$ cat src/rtl/core/assert_macros.svh
// Assertion helpers used by the scheduler datapath.
`ifndef ASSERT_MACROS_SVH
`define ASSERT_MACROS_SVH

// Property must hold at every clock edge outside reset.
`define ASSERT_HOLDS(label, clk, rst_n, prop) \
    label: assert property (@(posedge clk) disable iff (!rst_n) (prop)) \
        else $error("scheduler assertion failed");

// Consequent must hold in the same cycle as the antecedent.
`define ASSERT_IMPLY(label, clk, rst_n, ante, cons) \
    label: assert property (@(posedge clk) disable iff (!rst_n) (ante) |-> (cons)) \
        else $error("scheduler assertion failed");

// Consequent must hold in the cycle after the antecedent.
`define ASSERT_NEXT(label, clk, rst_n, ante, cons) \
    label: assert property (@(posedge clk) disable iff (!rst_n) (ante) |=> (cons)) \
        else $error("scheduler assertion failed");

`endif

$ cat src/rtl/core/mcrqs_pkg.sv
package mcrqs_pkg;

    // Field widths of the channels
    localparam int OP_W      = 3;
    localparam int CPU_IDX_W = 4;
    localparam int PID_W     = 6;
    localparam int PRI_W     = 8;
    localparam int SLICE_W   = 16;
    localparam int MODE_W    = 2;
    localparam int ACT_W     = 5;
    localparam int KIND_W    = 2;
    localparam int STATE_W   = 2;
    localparam int CFG_IDX_W = 2;
    localparam int CFG_DAT_W = 16;
    localparam int ENTRY_W   = PID_W + PRI_W;

    typedef logic [OP_W-1:0]    op_t;
    typedef logic [KIND_W-1:0]  kind_t;
    typedef logic [STATE_W-1:0] pstate_t;
    typedef logic [MODE_W-1:0]  mode_t;
    typedef logic [CFG_IDX_W-1:0] reg_idx_t;

    // Event operations
    localparam op_t OP_PREEMPT   = 3'd0;
    localparam op_t OP_YIELD     = 3'd1;
    localparam op_t OP_TERMINATE = 3'd2;
    localparam op_t OP_IDLE      = 3'd3;
    localparam op_t OP_WAKE      = 3'd4;

    // Result kinds
    localparam kind_t KIND_DISPATCH = 2'd0;
    localparam kind_t KIND_IDLE     = 2'd1;
    localparam kind_t KIND_PREEMPT  = 2'd2;
    localparam kind_t KIND_UPDATE   = 2'd3;

    // Process states
    localparam pstate_t ST_READY      = 2'd0;
    localparam pstate_t ST_RUNNING    = 2'd1;
    localparam pstate_t ST_WAITING    = 2'd2;
    localparam pstate_t ST_TERMINATED = 2'd3;

    // Scheduling modes
    localparam mode_t MODE_FIFO = 2'd0;
    localparam mode_t MODE_RR   = 2'd1;
    localparam mode_t MODE_PRIO = 2'd2;

    // Configuration register indexes
    localparam reg_idx_t REG_SCHED_MODE   = 2'd0;
    localparam reg_idx_t REG_SLICE_LENGTH = 2'd1;
    localparam reg_idx_t REG_ACTIVE_CPUS  = 2'd2;

    // Controller to datapath commands
    typedef struct packed {
        logic  ev_load;
        logic  ovf_load;
        logic  ovf_val;
        logic  dcpu_ev;
        logic  dcpu_wait;
        logic  push_run;
        logic  push_wake;
        logic  clr_busy;
        logic  set_wait;
        logic  scan_init;
        logic  scan_step;
        logic  scanning;
        logic  rd_head;
        logic  emit;
        kind_t emit_kind;
        logic  emit_last;
        logic  disp_commit;
    } cmd_t;

    // Datapath to controller status
    typedef struct packed {
        op_t   op;
        logic  cpu_ok;
        logic  busy_ev;
        logic  ring_empty;
        logic  ring_full;
        mode_t mode;
        logic  wait_any;
        logic  scan_done;
        logic  scan_busy;
        logic  found;
        logic  out_free;
    } stat_t;

endpackage

$ cat src/rtl/core/mcrqs_ctrl.sv
module mcrqs_ctrl (
    input  logic              clk,
    input  logic              rst_n,
    input  logic              in_valid,
    output logic              in_ready,
    input  mcrqs_pkg::stat_t  stat,
    output mcrqs_pkg::cmd_t   cmd
);

    typedef enum logic [8:0] {
        S_IDLE   = 9'b000000001,
        S_DECODE = 9'b000000010,
        S_UPD    = 9'b000000100,
        S_SCAN   = 9'b000001000,
        S_FPRE   = 9'b000010000,
        S_PUSHW  = 9'b000100000,
        S_UPDW   = 9'b001000000,
        S_RD     = 9'b010000000,
        S_DISP   = 9'b100000000
    } state_t;

    state_t state_reg;
    state_t state_next;
    logic   ev_valid;

    // Events that produce work: wake-up always, others only on a known CPU
    assign ev_valid = (stat.op == mcrqs_pkg::OP_WAKE) ||
                      (((stat.op == mcrqs_pkg::OP_PREEMPT) ||
                        (stat.op == mcrqs_pkg::OP_YIELD) ||
                        (stat.op == mcrqs_pkg::OP_TERMINATE) ||
                        (stat.op == mcrqs_pkg::OP_IDLE)) && stat.cpu_ok);

    assign in_ready = (state_reg == S_IDLE);

    // Sequence the event
    always_comb
    begin
        state_next = state_reg;
        cmd        = '0;
        unique case (state_reg)
            S_IDLE:
            begin
                if (in_valid)
                begin
                    cmd.ev_load = 1'b1;
                    state_next  = S_DECODE;
                end
            end
            S_DECODE:
            begin
                if (!ev_valid)
                begin
                    state_next = S_IDLE;
                end
                else
                begin
                    cmd.ovf_load = 1'b1;
                    unique case (stat.op) inside
                        mcrqs_pkg::OP_PREEMPT:
                        begin
                            cmd.ovf_val  = stat.busy_ev && stat.ring_full;
                            cmd.push_run = stat.busy_ev;
                            cmd.dcpu_ev  = 1'b1;
                            state_next   = S_RD;
                        end
                        mcrqs_pkg::OP_YIELD, mcrqs_pkg::OP_TERMINATE:
                        begin
                            cmd.dcpu_ev = 1'b1;
                            state_next  = stat.busy_ev ? S_UPD : S_RD;
                        end
                        mcrqs_pkg::OP_IDLE:
                        begin
                            cmd.dcpu_ev  = 1'b1;
                            cmd.clr_busy = 1'b1;
                            if (stat.ring_empty)
                            begin
                                cmd.set_wait = 1'b1;
                                state_next   = S_IDLE;
                            end
                            else
                            begin
                                state_next = S_RD;
                            end
                        end
                        mcrqs_pkg::OP_WAKE:
                        begin
                            cmd.ovf_val = stat.ring_full;
                            if (stat.mode == mcrqs_pkg::MODE_PRIO)
                            begin
                                cmd.scan_init = 1'b1;
                                state_next    = S_SCAN;
                            end
                            else
                            begin
                                state_next = S_PUSHW;
                            end
                        end
                        default:
                        begin
                            state_next = S_IDLE;
                        end
                    endcase
                end
            end
            S_UPD:
            begin
                if (stat.out_free)
                begin
                    cmd.emit      = 1'b1;
                    cmd.emit_kind = mcrqs_pkg::KIND_UPDATE;
                    state_next    = S_RD;
                end
            end
            S_SCAN:
            begin
                cmd.scanning = 1'b1;
                if (stat.scan_done)
                begin
                    state_next = stat.found ? S_FPRE : S_PUSHW;
                end
                else if (!stat.scan_busy)
                begin
                    state_next = S_PUSHW;
                end
                else
                begin
                    cmd.scan_step = 1'b1;
                end
            end
            S_FPRE:
            begin
                if (stat.out_free)
                begin
                    cmd.emit      = 1'b1;
                    cmd.emit_kind = mcrqs_pkg::KIND_PREEMPT;
                    state_next    = S_PUSHW;
                end
            end
            S_PUSHW:
            begin
                cmd.push_wake = 1'b1;
                cmd.dcpu_wait = 1'b1;
                state_next    = S_UPDW;
            end
            S_UPDW:
            begin
                if (stat.out_free)
                begin
                    cmd.emit      = 1'b1;
                    cmd.emit_kind = mcrqs_pkg::KIND_UPDATE;
                    cmd.emit_last = !stat.wait_any;
                    state_next    = stat.wait_any ? S_RD : S_IDLE;
                end
            end
            S_RD:
            begin
                cmd.rd_head = 1'b1;
                state_next  = S_DISP;
            end
            S_DISP:
            begin
                if (stat.out_free)
                begin
                    cmd.emit        = 1'b1;
                    cmd.emit_kind   = stat.ring_empty ? mcrqs_pkg::KIND_IDLE
                                                      : mcrqs_pkg::KIND_DISPATCH;
                    cmd.emit_last   = 1'b1;
                    cmd.disp_commit = 1'b1;
                    state_next      = S_IDLE;
                end
            end
            default:
            begin
                state_next = S_IDLE;
            end
        endcase
    end

    // State register
    always_ff @(posedge clk or negedge rst_n)
    begin
        if (!rst_n)
        begin
            state_reg <= S_IDLE;
        end
        else
        begin
            state_reg <= state_next;
        end
    end

endmodule

$ cat config.mk
export PLATFORM = sky130hd
export DESIGN_NAME = mcrqs_ctrl
export DESIGN_NICKNAME = d
export VERILOG_FILES = /design/src/rtl/core/assert_macros.svh /design/src/rtl/core/mcrqs_pkg.sv /design/src/rtl/core/mcrqs_ctrl.sv
export SDC_FILE = /design/constraint.sdc
export NUM_CORES = 1
export LEC_CHECK = 0
export BUFFER_PORTS_ARGS = -buffer_cell sky130_fd_sc_hd__buf_2
export CORE_ASPECT_RATIO = 0.6
export CORE_MARGIN = 2
export CORE_UTILIZATION = 33
export CTS_CLUSTER_SIZE = 12
export DETAILED_ROUTE_END_ITERATION = 7
export PLACE_DENSITY_LB_ADDON = 0.12
export SKIP_CTS_REPAIR_TIMING = 1
export SKIP_LAST_GASP = 1
export SYNTH_ARGS = -nofsm -noshare
export SYNTH_HDL_FRONTEND = slang
export SYNTH_SLANG_ARGS = --single-unit
$ cat constraint.sdc
create_clock -name clk -period 1.6 [get_ports clk]
set_input_delay 0.32 -clock clk [delete_from_list [all_inputs] [get_ports clk]]
set_output_delay 0.32 -clock clk [all_outputs]
set_load 0.01 [all_outputs]
==> metrics.txt <==
status=finished, violations left; failing checks=setup timing; Fin. Hold Viols=0; Layout Cells excl Fill=209; worst path arrival time=1.74 ns; # clock sinks=9; Yosys cell types=44; number of nets in the layout=195; first-pass iteration count of the detailed router=4; crit-path max FO=4; clock period minus final worst setup slack=2.06 ns; cells after synthesis=106; area grow syn2layout=74.5%; Comb pwr share=0.563; setup slack after layout=-0.462 ns; CTS tree=yes; Slew Limit Headroom=0.672; Routed WL per cell=14.2 µm; post-DR vias/cell=5.21; Final Wtd Congestion=0.868; Synth Flop Type=dfrtp_1; reg2reg start=state_reg[7]; Setup crit end kind=primary output; most common cell after layout, fill and taps aside=buf_2; Peak VDD IR=624 µV; internal power=0.000812 W; # H-tree levels=1; clk buf depth=2; Rows=14; post-DP HPWL=2260 µm; CP Launch Point=state_reg[7]; Hold Crit Class=in2reg; vias in the first global route=938; FFs w/ async S/R, synth=1.00; Post-route DRC=0; Initial Utilization=0.349; sequential fraction of design power=0.235; core footprint=2520 µm²; critical path required time=1.28 ns; Post-DRT Antenna Nets=0; P_sw=0.000519 W; port bufs=35; Pwr Density=867 nW/µm²; Routed WL=2980 µm; sequential-to-total area share from yosys stat=0.257; Max-Cap Viols=0; ant diodes=0; Mapped Area=880 µm²; setup violators final=26; Placed Instances=197; RSZ-0062 raised after global routing=true; largest net degree at the start of global routing=10; Net Count, Synth=123; max FFs per register=9; Slew Viols, Final=0; Worst Clk Skew=0.00582 ns; via count=1089; Die Width=70.7 µm; total CTS buffers=3; die area=3110 µm²; fin crit share=1.29; total power=0.00133 W; io pins=36; fin util=0.609; antenna violations before repair=0; Setup crit start kind=flip-flop; clock latency at the later pin of the worst-skew pair=0.24 ns; pre-CTS setup slack=-0.151 ns; Fillers=220; iteration-0 DRC count of the detailed router=33; Setup Crit Path Kind=reg2out; most frequent cells in the layout=buf_2, buf_4; fmax=0.485 GHz; total of warnings raised by yosys=0; worst-margin pin slew=0.484 ns; CTS clk-pin slew, worst paths=0.05 ns; Avg Inst Size Synth=8.30 µm²; Hold WS=0.333 ns; clock root cell=clkbuf_8; clock power share=0.202; first-pass GRT wire length=4320 µm; switching part of the total=0.390; EDFF count, synth=0; gr ovfl total=0; worst hold start=in_valid; number of synthesized register bits=9; total track usage=0.186; Die Y-Extent=44.0 µm; Pleak=0.780 nW; share of cells above drive strength 1=0.593
==> per-layer routing <==
| layer | GRT usage | vias to the layer above | wire length (µm) |
|---|---|---|---|
| li1 | - | 532 | - |
| met1 | 0.259 | 519 | 1330 |
| met2 | 0.281 | 34 | 1400 |
| met3 | 0.0442 | 4 | 195 |
| met4 | 0.0792 | 0 | 44 |
| met5 | 0 | - | 0 |
==> cell type report <==
cell class / instances / area, µm² / share of cell area
flip-flops and latches: 9 / 229 / 0.149
inverters: 5 / 18.8 / 0.0122
repair buffers: 72 / 487 / 0.317
clock buffers: 4 / 45.0 / 0.0293
multi-input cells: 87 / 716 / 0.466
well taps: 32 / 40.0 / 0.0261
==> through the flow <==
step,instance area [µm²],setup TNS (ns)
after floorplan,920,-0.174
after global placement,1310,-0.993
after detailed placement,1310,-1.33
after CTS,1360,-6.39
after global routing,1540,-9.87
final,1540,-8.04
==> kinds of logic (layout without fill, tap and decap cells) <==
logic type,after synthesis,in the layout,synth area share
flops,9,9,0.257
buf+inv,10,81,0.0654
xor+xnor,5,5,0.0498
compound gates,26,26,0.215
simple gates,56,56,0.413
==> cells in the mapped netlist (3+ instances only) <==
cell	count	area, µm²
a21oi_1	10	50.1
nand2_1	9	33.8
dfrtp_1	8	200
nor2_1	8	30.0
nand2b_1	6	37.5
inv_1	5	18.8
nor2b_1	4	25.0
nor3_1	4	20.0
and2_1	3	18.8
and3_1	3	18.8
xor2_1	3	26.3
==> path summary, 6_finish.rpt <==
kind	slack (ns)	depth (start not counted)	to
max in group asynchronous	0.89	2	state_reg[0]
min in group asynchronous	0.47	2	state_reg[3]
min	0.33	2	state_reg[1]
max	-0.46	7	cmd[9]
max reg2reg	-0.16	7	state_reg[5]
min reg2reg	0.65	3	state_reg[2]
==> power by group through the flow <==
stage	Combinational (W)	Sequential (W)	Clock, W
6_report	0.000749	0.000313	0.000270
5_1_grt	0.000815	0.000318	0.000287
4_1_cts	0.000587	0.000309	0.000276
3_5_place_dp	0.000584	0.000311	0
3_3_place_gp	0.000575	0.000310	0
2_1_floorplan	0.000297	0.000320	0
==> worst max-delay path: stages (launching register included) <==
cell and delay, ns:
dfrtp_1 0.43, nor3_4 0.28, buf_6 0.14, nand3_4 0.11, nor2_4 0.15, and3_4 0.18
and2_4 0.13, buf_6 0.09
No activity file was read; power rests on OpenSTA's default activity.
