## config.mk

```make
export PLATFORM = sky130hd
export DESIGN_NAME = mcrqs_dpath
export DESIGN_NICKNAME = d
export VERILOG_FILES = /design/src/rtl/core/mcrqs_pkg.sv /design/src/rtl/core/mcrqs_ram.sv /design/src/rtl/core/mcrqs_dpath.sv
export VERILOG_INCLUDE_DIRS = /design/src /design/src/rtl/core
export SDC_FILE = /design/constraint.sdc
export NUM_CORES = 2
export LEC_CHECK = 0
export BUFFER_PORTS_ARGS = -buffer_cell sky130_fd_sc_hd__buf_2
export CORE_MARGIN = 2
export CORE_UTILIZATION = 45
export DETAILED_ROUTE_END_ITERATION = 16
export GPL_ROUTABILITY_DRIVEN = 0
export PLACE_DENSITY_LB_ADDON = 0.3
export SYNTH_ARGS = -nofsm -noshare
export SYNTH_HDL_FRONTEND = slang
export SYNTH_HIERARCHICAL = 1
export SYNTH_SLANG_ARGS = --single-unit
export TNS_END_PERCENT = 1
```

## constraint.sdc

```tcl
create_clock -name clk -period 4.55 [get_ports clk]
set_clock_uncertainty 0.05 [all_clocks]
set_input_delay 0.455 -clock clk [delete_from_list [all_inputs] [get_ports clk]]
set_output_delay 0.455 -clock clk [all_outputs]
set_load 0.05 [all_outputs]
```

## src/rtl/core/assert_macros.svh

```systemverilog
// Assertion helpers used by the scheduler datapath.
`ifndef ASSERT_MACROS_SVH
`define ASSERT_MACROS_SVH

// Property must hold at every clock edge outside reset.
`define ASSERT_HOLDS(label, clk, rst_n, prop) \
    label: assert property (@(posedge clk) disable iff (!rst_n) (prop)) \
        else $error("scheduler assertion failed");

// Consequent must hold in the same cycle as the antecedent.
`define ASSERT_IMPLY(label, clk, rst_n, ante, cons) \
    label: assert property (@(posedge clk) disable iff (!rst_n) (ante) |-> (cons)) \
        else $error("scheduler assertion failed");

// Consequent must hold in the cycle after the antecedent.
`define ASSERT_NEXT(label, clk, rst_n, ante, cons) \
    label: assert property (@(posedge clk) disable iff (!rst_n) (ante) |=> (cons)) \
        else $error("scheduler assertion failed");

`endif

```

## src/rtl/core/mcrqs_pkg.sv

```systemverilog
package mcrqs_pkg;

    // Field widths of the channels
    localparam int OP_W      = 3;
    localparam int CPU_IDX_W = 4;
    localparam int PID_W     = 6;
    localparam int PRI_W     = 8;
    localparam int SLICE_W   = 16;
    localparam int MODE_W    = 2;
    localparam int ACT_W     = 5;
    localparam int KIND_W    = 2;
    localparam int STATE_W   = 2;
    localparam int CFG_IDX_W = 2;
    localparam int CFG_DAT_W = 16;
    localparam int ENTRY_W   = PID_W + PRI_W;

    typedef logic [OP_W-1:0]    op_t;
    typedef logic [KIND_W-1:0]  kind_t;
    typedef logic [STATE_W-1:0] pstate_t;
    typedef logic [MODE_W-1:0]  mode_t;
    typedef logic [CFG_IDX_W-1:0] reg_idx_t;

    // Event operations
    localparam op_t OP_PREEMPT   = 3'd0;
    localparam op_t OP_YIELD     = 3'd1;
    localparam op_t OP_TERMINATE = 3'd2;
    localparam op_t OP_IDLE      = 3'd3;
    localparam op_t OP_WAKE      = 3'd4;

    // Result kinds
    localparam kind_t KIND_DISPATCH = 2'd0;
    localparam kind_t KIND_IDLE     = 2'd1;
    localparam kind_t KIND_PREEMPT  = 2'd2;
    localparam kind_t KIND_UPDATE   = 2'd3;

    // Process states
    localparam pstate_t ST_READY      = 2'd0;
    localparam pstate_t ST_RUNNING    = 2'd1;
    localparam pstate_t ST_WAITING    = 2'd2;
    localparam pstate_t ST_TERMINATED = 2'd3;

    // Scheduling modes
    localparam mode_t MODE_FIFO = 2'd0;
    localparam mode_t MODE_RR   = 2'd1;
    localparam mode_t MODE_PRIO = 2'd2;

    // Configuration register indexes
    localparam reg_idx_t REG_SCHED_MODE   = 2'd0;
    localparam reg_idx_t REG_SLICE_LENGTH = 2'd1;
    localparam reg_idx_t REG_ACTIVE_CPUS  = 2'd2;

    // Controller to datapath commands
    typedef struct packed {
        logic  ev_load;
        logic  ovf_load;
        logic  ovf_val;
        logic  dcpu_ev;
        logic  dcpu_wait;
        logic  push_run;
        logic  push_wake;
        logic  clr_busy;
        logic  set_wait;
        logic  scan_init;
        logic  scan_step;
        logic  scanning;
        logic  rd_head;
        logic  emit;
        kind_t emit_kind;
        logic  emit_last;
        logic  disp_commit;
    } cmd_t;

    // Datapath to controller status
    typedef struct packed {
        op_t   op;
        logic  cpu_ok;
        logic  busy_ev;
        logic  ring_empty;
        logic  ring_full;
        mode_t mode;
        logic  wait_any;
        logic  scan_done;
        logic  scan_busy;
        logic  found;
        logic  out_free;
    } stat_t;

endpackage

```

## src/rtl/core/mcrqs_ram.sv

```systemverilog
module mcrqs_ram #(
    parameter int WIDTH = 14,
    parameter int DEPTH = 64,
    localparam int ADDR_W = (DEPTH > 1) ? $clog2(DEPTH) : 1
) (
    input  logic              clk,
    input  logic              wr_en,
    input  logic [ADDR_W-1:0] wr_addr,
    input  logic [WIDTH-1:0]  wr_data,
    input  logic              rd_en,
    input  logic [ADDR_W-1:0] rd_addr,
    output logic [WIDTH-1:0]  rd_data
);

    logic [WIDTH-1:0] mem [DEPTH];

    // Write port
    always_ff @(posedge clk)
    begin
        if (wr_en)
        begin
            mem[wr_addr] <= wr_data;
        end
    end

    // Registered read port
    always_ff @(posedge clk)
    begin
        if (rd_en)
        begin
            rd_data <= mem[rd_addr];
        end
    end

endmodule

```

## src/rtl/core/mcrqs_dpath.sv

```systemverilog
`include "assert_macros.svh"

module mcrqs_dpath #(
    parameter int MAX_CPUS    = 16,
    parameter int QUEUE_DEPTH = 64
) (
    input  logic                             clk,
    input  logic                             rst_n,
    input  mcrqs_pkg::cmd_t                  cmd,
    output mcrqs_pkg::stat_t                 stat,
    // event payload
    input  logic [mcrqs_pkg::OP_W-1:0]       in_operation,
    input  logic [mcrqs_pkg::CPU_IDX_W-1:0]  in_cpu_index,
    input  logic [mcrqs_pkg::PID_W-1:0]      in_process_id,
    input  logic [mcrqs_pkg::PRI_W-1:0]      in_priority_req,
    // configuration writes
    input  logic                             cfg_write,
    input  logic [mcrqs_pkg::CFG_IDX_W-1:0]  cfg_index,
    input  logic [mcrqs_pkg::CFG_DAT_W-1:0]  cfg_data,
    // result register
    output logic                             res_valid,
    input  logic                             res_ready,
    output logic [mcrqs_pkg::KIND_W-1:0]     res_kind,
    output logic [mcrqs_pkg::CPU_IDX_W-1:0]  res_cpu,
    output logic [mcrqs_pkg::PID_W-1:0]      res_process,
    output logic [mcrqs_pkg::STATE_W-1:0]    res_state,
    output logic [mcrqs_pkg::SLICE_W-1:0]    res_slice,
    output logic                             res_overflow,
    output logic                             res_last
);

    localparam int CPU_W  = (MAX_CPUS > 1) ? $clog2(MAX_CPUS) : 1;
    localparam int SCNT_W = $clog2(MAX_CPUS + 1);
    localparam int PTR_W  = (QUEUE_DEPTH > 1) ? $clog2(QUEUE_DEPTH) : 1;
    localparam int CNT_W  = $clog2(QUEUE_DEPTH + 1);
    localparam int CMP_W  = 8;
    localparam int PID_W  = mcrqs_pkg::PID_W;
    localparam int PRI_W  = mcrqs_pkg::PRI_W;

    // configuration
    mcrqs_pkg::mode_t                 mode_reg;
    logic [mcrqs_pkg::SLICE_W-1:0]    slice_reg;
    logic [mcrqs_pkg::ACT_W-1:0]      active_reg;

    // captured event
    mcrqs_pkg::op_t                   ev_op_reg;
    logic [mcrqs_pkg::CPU_IDX_W-1:0]  ev_cpu_reg;
    logic [PID_W-1:0]                 ev_pid_reg;
    logic [PRI_W-1:0]                 ev_pri_reg;
    logic                             ovf_reg;
    logic [CPU_W-1:0]                 dcpu_reg;
    logic [CPU_W-1:0]                 ev_idx;

    // ready ring
    logic [PTR_W-1:0]                 head_reg, head_next;
    logic [PTR_W-1:0]                 tail_reg, tail_next;
    logic [CNT_W-1:0]                 count_reg, count_next;
    logic                             ring_empty, ring_full;
    logic                             push_req, push_en, pop_en;
    logic [mcrqs_pkg::ENTRY_W-1:0]    wr_entry, rd_entry;
    logic [PID_W-1:0]                 rd_pid;
    logic [PRI_W-1:0]                 rd_pri;

    // per-CPU table
    logic [MAX_CPUS-1:0]              busy_reg, busy_next;
    logic [MAX_CPUS-1:0]              wait_reg, wait_next;
    logic [PID_W-1:0]                 run_pid_reg [MAX_CPUS];
    logic [PRI_W-1:0]                 run_pri_reg [MAX_CPUS];
    logic [CPU_W-1:0]                 tbl_idx;
    logic [PID_W-1:0]                 run_pid_rd;
    logic [PRI_W-1:0]                 run_pri_rd;
    logic                             busy_rd;
    logic [MAX_CPUS-1:0]              wait_onehot;
    logic [CPU_W-1:0]                 wait_first;

    // priority scan
    logic [SCNT_W-1:0]                scan_i_reg;
    logic [PRI_W-1:0]                 low_pri_reg;
    logic [CPU_W-1:0]                 low_id_reg;
    logic [PID_W-1:0]                 low_pid_reg;
    logic                             found_reg;
    logic                             scan_lower;

    // result register
    logic                             out_valid_reg, out_valid_next;
    mcrqs_pkg::kind_t                 out_kind_reg;
    logic [mcrqs_pkg::CPU_IDX_W-1:0]  out_cpu_reg, out_cpu_next;
    logic [PID_W-1:0]                 out_pid_reg, out_pid_next;
    mcrqs_pkg::pstate_t               out_state_reg, out_state_next;
    logic [mcrqs_pkg::SLICE_W-1:0]    out_slice_reg, out_slice_next;
    logic                             out_ovf_reg;
    logic                             out_last_reg;
    logic [mcrqs_pkg::SLICE_W-1:0]    slice_now;

    assign ev_idx = CPU_W'(ev_cpu_reg);

    // Ring status and access
    assign ring_empty = (count_reg == '0);
    assign ring_full  = (count_reg == CNT_W'(QUEUE_DEPTH));
    assign push_req   = cmd.push_run || cmd.push_wake;
    assign push_en    = push_req && !ring_full;
    assign pop_en     = cmd.disp_commit && !ring_empty;
    assign wr_entry   = cmd.push_run ? {run_pid_rd, run_pri_rd} : {ev_pid_reg, ev_pri_reg};
    assign rd_pid     = rd_entry[mcrqs_pkg::ENTRY_W-1:PRI_W];
    assign rd_pri     = rd_entry[PRI_W-1:0];

    mcrqs_ram #(
        .WIDTH (mcrqs_pkg::ENTRY_W),
        .DEPTH (QUEUE_DEPTH)
    ) u_ring (
        .clk     (clk),
        .wr_en   (push_en),
        .wr_addr (tail_reg),
        .wr_data (wr_entry),
        .rd_en   (cmd.rd_head),
        .rd_addr (head_reg),
        .rd_data (rd_entry)
    );

    // Advance ring pointers
    always_comb
    begin
        head_next  = head_reg;
        tail_next  = tail_reg;
        count_next = count_reg;
        if (push_en)
        begin
            tail_next  = (tail_reg == PTR_W'(QUEUE_DEPTH - 1)) ? '0 : tail_reg + 1'b1;
            count_next = count_reg + 1'b1;
        end
        else if (pop_en)
        begin
            head_next  = (head_reg == PTR_W'(QUEUE_DEPTH - 1)) ? '0 : head_reg + 1'b1;
            count_next = count_reg - 1'b1;
        end
    end

    // Table read port: scan index while scanning, else the event CPU
    assign tbl_idx    = cmd.scanning ? scan_i_reg[CPU_W-1:0] : ev_idx;
    assign run_pid_rd = run_pid_reg[tbl_idx];
    assign run_pri_rd = run_pri_reg[tbl_idx];
    assign busy_rd    = busy_reg[tbl_idx];
    assign scan_lower = (run_pri_rd < low_pri_reg);

    // Pick the lowest-numbered waiting CPU
    assign wait_onehot = wait_reg & (~wait_reg + 1'b1);
    always_comb
    begin
        wait_first = '0;
        for (int i = 0; i < MAX_CPUS; i++)
        begin
            if (wait_onehot[i])
            begin
                wait_first = wait_first | CPU_W'(i);
            end
        end
    end

    // Update busy and waiting bits
    always_comb
    begin
        busy_next = busy_reg;
        wait_next = wait_reg;
        if (cmd.clr_busy)
        begin
            busy_next[ev_idx] = 1'b0;
        end
        if (cmd.set_wait)
        begin
            wait_next[ev_idx] = 1'b1;
        end
        if (cmd.disp_commit)
        begin
            busy_next[dcpu_reg] = !ring_empty;
            wait_next[dcpu_reg] = 1'b0;
        end
    end

    // Build the next result beat
    assign slice_now = (mode_reg == mcrqs_pkg::MODE_RR) ? slice_reg : '0;
    always_comb
    begin
        unique case (cmd.emit_kind)
            mcrqs_pkg::KIND_DISPATCH:
            begin
                out_cpu_next   = mcrqs_pkg::CPU_IDX_W'(dcpu_reg);
                out_pid_next   = rd_pid;
                out_state_next = mcrqs_pkg::ST_RUNNING;
                out_slice_next = slice_now;
            end
            mcrqs_pkg::KIND_IDLE:
            begin
                out_cpu_next   = mcrqs_pkg::CPU_IDX_W'(dcpu_reg);
                out_pid_next   = '0;
                out_state_next = mcrqs_pkg::ST_READY;
                out_slice_next = slice_now;
            end
            mcrqs_pkg::KIND_PREEMPT:
            begin
                out_cpu_next   = mcrqs_pkg::CPU_IDX_W'(low_id_reg);
                out_pid_next   = low_pid_reg;
                out_state_next = mcrqs_pkg::ST_READY;
                out_slice_next = '0;
            end
            mcrqs_pkg::KIND_UPDATE:
            begin
                out_slice_next = '0;
                if (ev_op_reg == mcrqs_pkg::OP_WAKE)
                begin
                    out_cpu_next   = '0;
                    out_pid_next   = ev_pid_reg;
                    out_state_next = mcrqs_pkg::ST_READY;
                end
                else
                begin
                    out_cpu_next   = ev_cpu_reg;
                    out_pid_next   = run_pid_rd;
                    out_state_next = (ev_op_reg == mcrqs_pkg::OP_YIELD) ?
                                     mcrqs_pkg::ST_WAITING : mcrqs_pkg::ST_TERMINATED;
                end
            end
        endcase
    end

    // Hold the result until taken
    assign out_valid_next = cmd.emit ? 1'b1 : (res_ready ? 1'b0 : out_valid_reg);

    // Control registers
    always_ff @(posedge clk or negedge rst_n)
    begin
        if (!rst_n)
        begin
            mode_reg      <= mcrqs_pkg::MODE_FIFO;
            slice_reg     <= '0;
            active_reg    <= mcrqs_pkg::ACT_W'(1);
            head_reg      <= '0;
            tail_reg      <= '0;
            count_reg     <= '0;
            busy_reg      <= '0;
            wait_reg      <= '0;
            found_reg     <= 1'b0;
            scan_i_reg    <= '0;
            out_valid_reg <= 1'b0;
        end
        else
        begin
            if (cfg_write)
            begin
                unique case (cfg_index)
                    mcrqs_pkg::REG_SCHED_MODE:   mode_reg   <= cfg_data[mcrqs_pkg::MODE_W-1:0];
                    mcrqs_pkg::REG_SLICE_LENGTH: slice_reg  <= cfg_data;
                    mcrqs_pkg::REG_ACTIVE_CPUS:  active_reg <= cfg_data[mcrqs_pkg::ACT_W-1:0];
                    default:                     ;
                endcase
            end
            head_reg      <= head_next;
            tail_reg      <= tail_next;
            count_reg     <= count_next;
            busy_reg      <= busy_next;
            wait_reg      <= wait_next;
            out_valid_reg <= out_valid_next;
            if (cmd.scan_init)
            begin
                scan_i_reg <= '0;
                found_reg  <= 1'b0;
            end
            else if (cmd.scan_step)
            begin
                scan_i_reg <= scan_i_reg + 1'b1;
                if (scan_lower)
                begin
                    found_reg <= 1'b1;
                end
            end
        end
    end

    // Payload registers
    always_ff @(posedge clk)
    begin
        if (cmd.ev_load)
        begin
            ev_op_reg  <= in_operation;
            ev_cpu_reg <= in_cpu_index;
            ev_pid_reg <= in_process_id;
            ev_pri_reg <= in_priority_req;
        end
        if (cmd.ovf_load)
        begin
            ovf_reg <= cmd.ovf_val;
        end
        if (cmd.dcpu_ev)
        begin
            dcpu_reg <= ev_idx;
        end
        else if (cmd.dcpu_wait)
        begin
            dcpu_reg <= wait_first;
        end
        if (pop_en)
        begin
            run_pid_reg[dcpu_reg] <= rd_pid;
            run_pri_reg[dcpu_reg] <= rd_pri;
        end
        if (cmd.scan_init)
        begin
            low_pri_reg <= ev_pri_reg;
        end
        else if (cmd.scan_step && scan_lower)
        begin
            low_pri_reg <= run_pri_rd;
            low_id_reg  <= scan_i_reg[CPU_W-1:0];
            low_pid_reg <= run_pid_rd;
        end
        if (cmd.emit)
        begin
            out_kind_reg  <= cmd.emit_kind;
            out_cpu_reg   <= out_cpu_next;
            out_pid_reg   <= out_pid_next;
            out_state_reg <= out_state_next;
            out_slice_reg <= out_slice_next;
            out_ovf_reg   <= ovf_reg;
            out_last_reg  <= cmd.emit_last;
        end
    end

    // Status to the controller
    assign stat.op         = ev_op_reg;
    assign stat.cpu_ok     = (CMP_W'(ev_cpu_reg) < CMP_W'(MAX_CPUS));
    assign stat.busy_ev    = busy_rd;
    assign stat.ring_empty = ring_empty;
    assign stat.ring_full  = ring_full;
    assign stat.mode       = mode_reg;
    assign stat.wait_any   = |wait_reg;
    assign stat.scan_done  = (CMP_W'(scan_i_reg) >= CMP_W'(active_reg)) ||
                             (scan_i_reg == SCNT_W'(MAX_CPUS));
    assign stat.scan_busy  = busy_rd;
    assign stat.found      = found_reg;
    assign stat.out_free   = !out_valid_reg || res_ready;

    assign res_valid    = out_valid_reg;
    assign res_kind     = out_kind_reg;
    assign res_cpu      = out_cpu_reg;
    assign res_process  = out_pid_reg;
    assign res_state    = out_state_reg;
    assign res_slice    = out_slice_reg;
    assign res_overflow = out_ovf_reg;
    assign res_last     = out_last_reg;

    // Ring and table invariants
    `ASSERT_HOLDS(a_count_bound, clk, rst_n, count_reg <= CNT_W'(QUEUE_DEPTH))
    `ASSERT_IMPLY(a_empty_ptrs, clk, rst_n, count_reg == '0, head_reg == tail_reg)
    `ASSERT_HOLDS(a_busy_wait_excl, clk, rst_n, (busy_reg & wait_reg) == '0)
    `ASSERT_NEXT(a_push_count, clk, rst_n, push_en, count_reg == $past(count_reg) + 1'b1)

endmodule

```

==> flow_summary_export.csv <==
group,metric,value,unit
worst_setup_path,arrival,4.22,ns
detailed_routing,vias,27100,
clocking,clkTransAtPathRegs,0.06,ns
worst_setup_path,reg2reg_slack,0.61,ns
logic_synthesis,yosysSeqAreaShare,74.7,%
logic_synthesis,synth_area,51400,um^2
logic_synthesis,yosys.area.top_type,"edfxtp_1",
logic_synthesis,async_reset_ff_share,6.27,%
logic_synthesis,synthFlopType,"edfxtp_1",
pwr,combPwrFrac,21.6,%
timing,rsz0062_at_grt,"no",
cells_and_area,most-common-layout-cells,"edfxtp_1 (1210), mux4_2 (242), nand2_1 (169)",
timing,setup_violations,0,
worst_setup_path,cp_common_cell,"mux2_2",
detailed_routing,ant_nets,0,
pwr,p_leak,19.5,nW
cells_and_area,nNetsFinal,3074,
grt,antenna_found_initial,2,
detailed_routing,drt_iter0_markers,2907,
logic_synthesis,ys_ff_latch,1291,
detailed_routing,drc,0,
grt,overflow,0,
worst_setup_path,startpoint_type,"flip-flop",
pwr,clockPowerShare,31.5,%
floorplanning,die_y,342,um
worst_setup_path,r2r-end,"u_ring/mem[31][13]",
pwr,p_sw_share,28.9,%
logic_synthesis,synth_cell_types,66,
clocking,cts_tree,"built",
pwr,power_density,567,nW/um^2
logic_synthesis,synthXorXnorAreaFrac,0.256,%
logic_synthesis,syn_inst,2696,
floorplanning,start_util,45.5,%
grt,grtUsageTotal,21.0,%
logic_synthesis,synth-compound-area-share,3.88,%
cells_and_area,diodes,0,
worst_setup_path,crit_type,"flip-flop to flip-flop",
min_path,hp-class,"primary input to flip-flop",
logic_synthesis,syn_area_per_cell,19.1,um^2
worst_setup_path,worst_path_max_delay_cell,"mux2_2",
cells_and_area,mostFrequentLayoutCell,"edfxtp_1",
run_status,status,"finished clean",
clocking,numClockSinks,1291,
grt,grt_pass1_vias,27700,
floorplanning,rows,123,
worst_setup_path,worstPathRequired,4.83,ns
clocking,htreeDepth,4,
placed_design,numPortBuffers,106,
placed_design,hpwl,74100,um
worst_setup_path,cp_cell_sequence,"mux2_4 -> mux2_2 -> o22ai_1 -> a221o_1 -> mux2i_1 -> mux2_2",
detailed_routing,wl,121000,um
worst_setup_path,timing.rr.start,"ev_cpu_reg[1]",
pwr,p_seq_share,46.9,%
cells_and_area,syn2layout_area_growth,14.6,%
clocking,ctsResizeCount,0,
cells_and_area,largest_reg_flops,896,
floorplanning,io_pins,108,
pwr,power.switching,9.65,mW
logic_synthesis,yosys-top-cells-area,"edfxtp_1 (71%), mux4_2 (11%), dfrtp_1 (3.9%), mux2_2 (1.7%), mux2i_1 (1.7%)",
min_path,hold_path_end,"wait_reg[0]",
min_path,holdPathStages,3,
min_path,worstHoldStart,"cmd[9]",
grt,grt_pass1_wl,181000,um
floorplanning,core-area,113000,um^2
clocking,cts_buffer_depth,3,
detailed_routing,drtPass1Iterations,6,
worst_setup_path,critPathLaunch,"ev_cpu_reg[1]",
logic_synthesis,synthMuxAreaShare,14.3,%
grt,met2_usage,33.7,%
timing,tns,0,ns
floorplanning,dieArea,117000,um^2
timing,hold_viol_final,0,
clocking,cts_buffers,135,
timing,slew_headroom,8.14,%
clocking,cts_root_buf,"clkbuf_16",
cells_and_area,nFillCells,8751,
clocking,clk_latency,0.74,ns
grt,gr-max-usage-layer,"met2",
worst_setup_path,path_buf_inv,0,
logic_synthesis,synth_fa_ha_area_share,0.623,%
floorplanning,die_w,342,um
pwr,p_int,23.7,mW
job,maxCapViolCount,0,
timing,worst_pin_slew,1.38,ns
grt,grt_use_met3,3.53,%
logic_synthesis,synthSimpleGateAreaFrac,4.40,%
logic_synthesis,synth_edf_count,1210,
cells_and_area,seq_area,38400,um^2
pwr,total_power,33.4,mW
timing,min_period,3.94,ns
timing,report.final.slew_viol_count,0,
grt,grt.met1_usage,29.4,%
grt,grt_max_degree,82,
timing,fmax,254,MHz
worst_setup_path,cp-end-kind,"flip-flop",
worst_setup_path,cpLargestDelayFamily,"multiplexers",
pwr,ir_worst_vdd,0.000387,V
logic_synthesis,synth_top_family_by_area,"multiplexers",
worst_setup_path,cp_max_fo,64,
logic_synthesis,synth_nets,2782,
detailed_routing,route.detailed.wl_per_inst,26.4,um
logic_synthesis,synth_warnings,6,
worst_setup_path,rr_worst_depth,6,
logic_synthesis,synth_top_area_share,70.7,%
cells_and_area,drive_gt1_share,25.5,%
placed_design,place_area,54200,um^2
cells_and_area,design_area,58900,um^2
timing,fin_crit_sh,86.5,%
detailed_routing,vias_per_cell,5.89,
cells_and_area,multi_input_area,12100,um^2
worst_setup_path,max_stage_delay,1.08,ns
==> Yosys cell counts, drive strengths merged, types with 4 or more instances <==
library cell / n
ha: 24
a221o: 15
nand3: 13
dfrtp: 80
nand3b: 5
o21ai: 37
nand4: 10
nand2: 169
a211oi: 21
nor2b: 36
clkbuf: 52
o22ai: 20
o221ai: 17
o31a: 7
a21oi: 66
a222oi: 4
xnor2: 10
mux2i: 89
and2: 22
nand2b: 33
mux2: 81
and3: 22
buf: 92
a31oi: 22
a311oi: 25
nor3: 23
o31ai: 15
a31o: 13
edfxtp: 1210
xor2: 5
mux4: 245
inv: 30
a21o: 10
nor2: 138
==> power by group through the flow <==
stage          Sequential, mW  Clock [mW]  Combinational, mW
6_report                 15.7        10.5               7.23
5_1_grt                  15.8        11.1               7.72
4_1_cts                  15.7        10.7               7.26
3_5_place_dp             15.9           0               7.20
3_3_place_gp             15.8           0               7.05
2_1_floorplan            15.5           0               4.94
==> worst max-delay path by stage <==
stage | slack (ns) | depth (start not counted) | endpoint
after floorplan | 0.74 | 13 | low_id_reg[0]
after global placement | 0.57 | 9 | u_ring/mem[6][11]
after CTS | 0.68 | 7 | u_ring/mem[5][11]
after detailed placement | 0.39 | 9 | u_ring/mem[7][11]
after global routing | 0.41 | 6 | u_ring/mem[3][11]
final | 0.61 | 6 | u_ring/mem[31][13]
==> through the flow <==
| stage | setup slack [ns] | hold WS (ns) | utilization [%] | cells |
|---|---|---|---|---|
| floorplan | 0.742 | 0.109 | - | 2696 |
| global placement | 0.573 | 0.351 | 48.1 | 4306 |
| detailed placement | 0.394 | 0.388 | 48.1 | 4306 |
| CTS | 0.677 | 0.0247 | 52.2 | 4593 |
| global route | 0.410 | 0.0737 | 52.2 | 4593 |
| finish | 0.614 | 0.0767 | 52.2 | 4593 |
==> layout make-up <==
class / count / area share [%]
flip-flops and latches: 1291 / 65.2
multi-input cells: 1230 / 20.6
clock buffers: 184 / 6.30
repair buffers: 299 / 3.71
well taps: 1500 / 3.19
clock inverters: 58 / 0.825
inverters: 31 / 0.198
==> what timing repair did <==
action | 4_1_cts | 5_1_grt
hold endpoints to repair | 134 | 0
hold buffers | 45 | 0
buffers inserted | 0 | 0
==> layer usage <==
layer | up-vias | wire length [um]
met2 | 1161 | 58700
met4 | 2 | 3410
li1 | 11500 | -
met1 | 14200 | 50400
met3 | 217 | 8880
met5 | - | 13
==> worst register-to-register path: cells and delay by family (launching register included) <==
family	cells	cell delay [ns]
muxes	4	2.39
AOI/OAI and AO/OA	2	0.36
DFF	1	0.66
==> logic make-up after synthesis <==
family / count (synthesis)
XOR/XNOR: 15
adder cells (fa/ha/maj): 25
AND/OR/NAND/NOR: 487
multiplexers: 415
AO/OA/AOI/OAI: 287
other: 1
flip-flops: 1291
buffers and inverters: 175
Power figures use the tool's default switching activity.
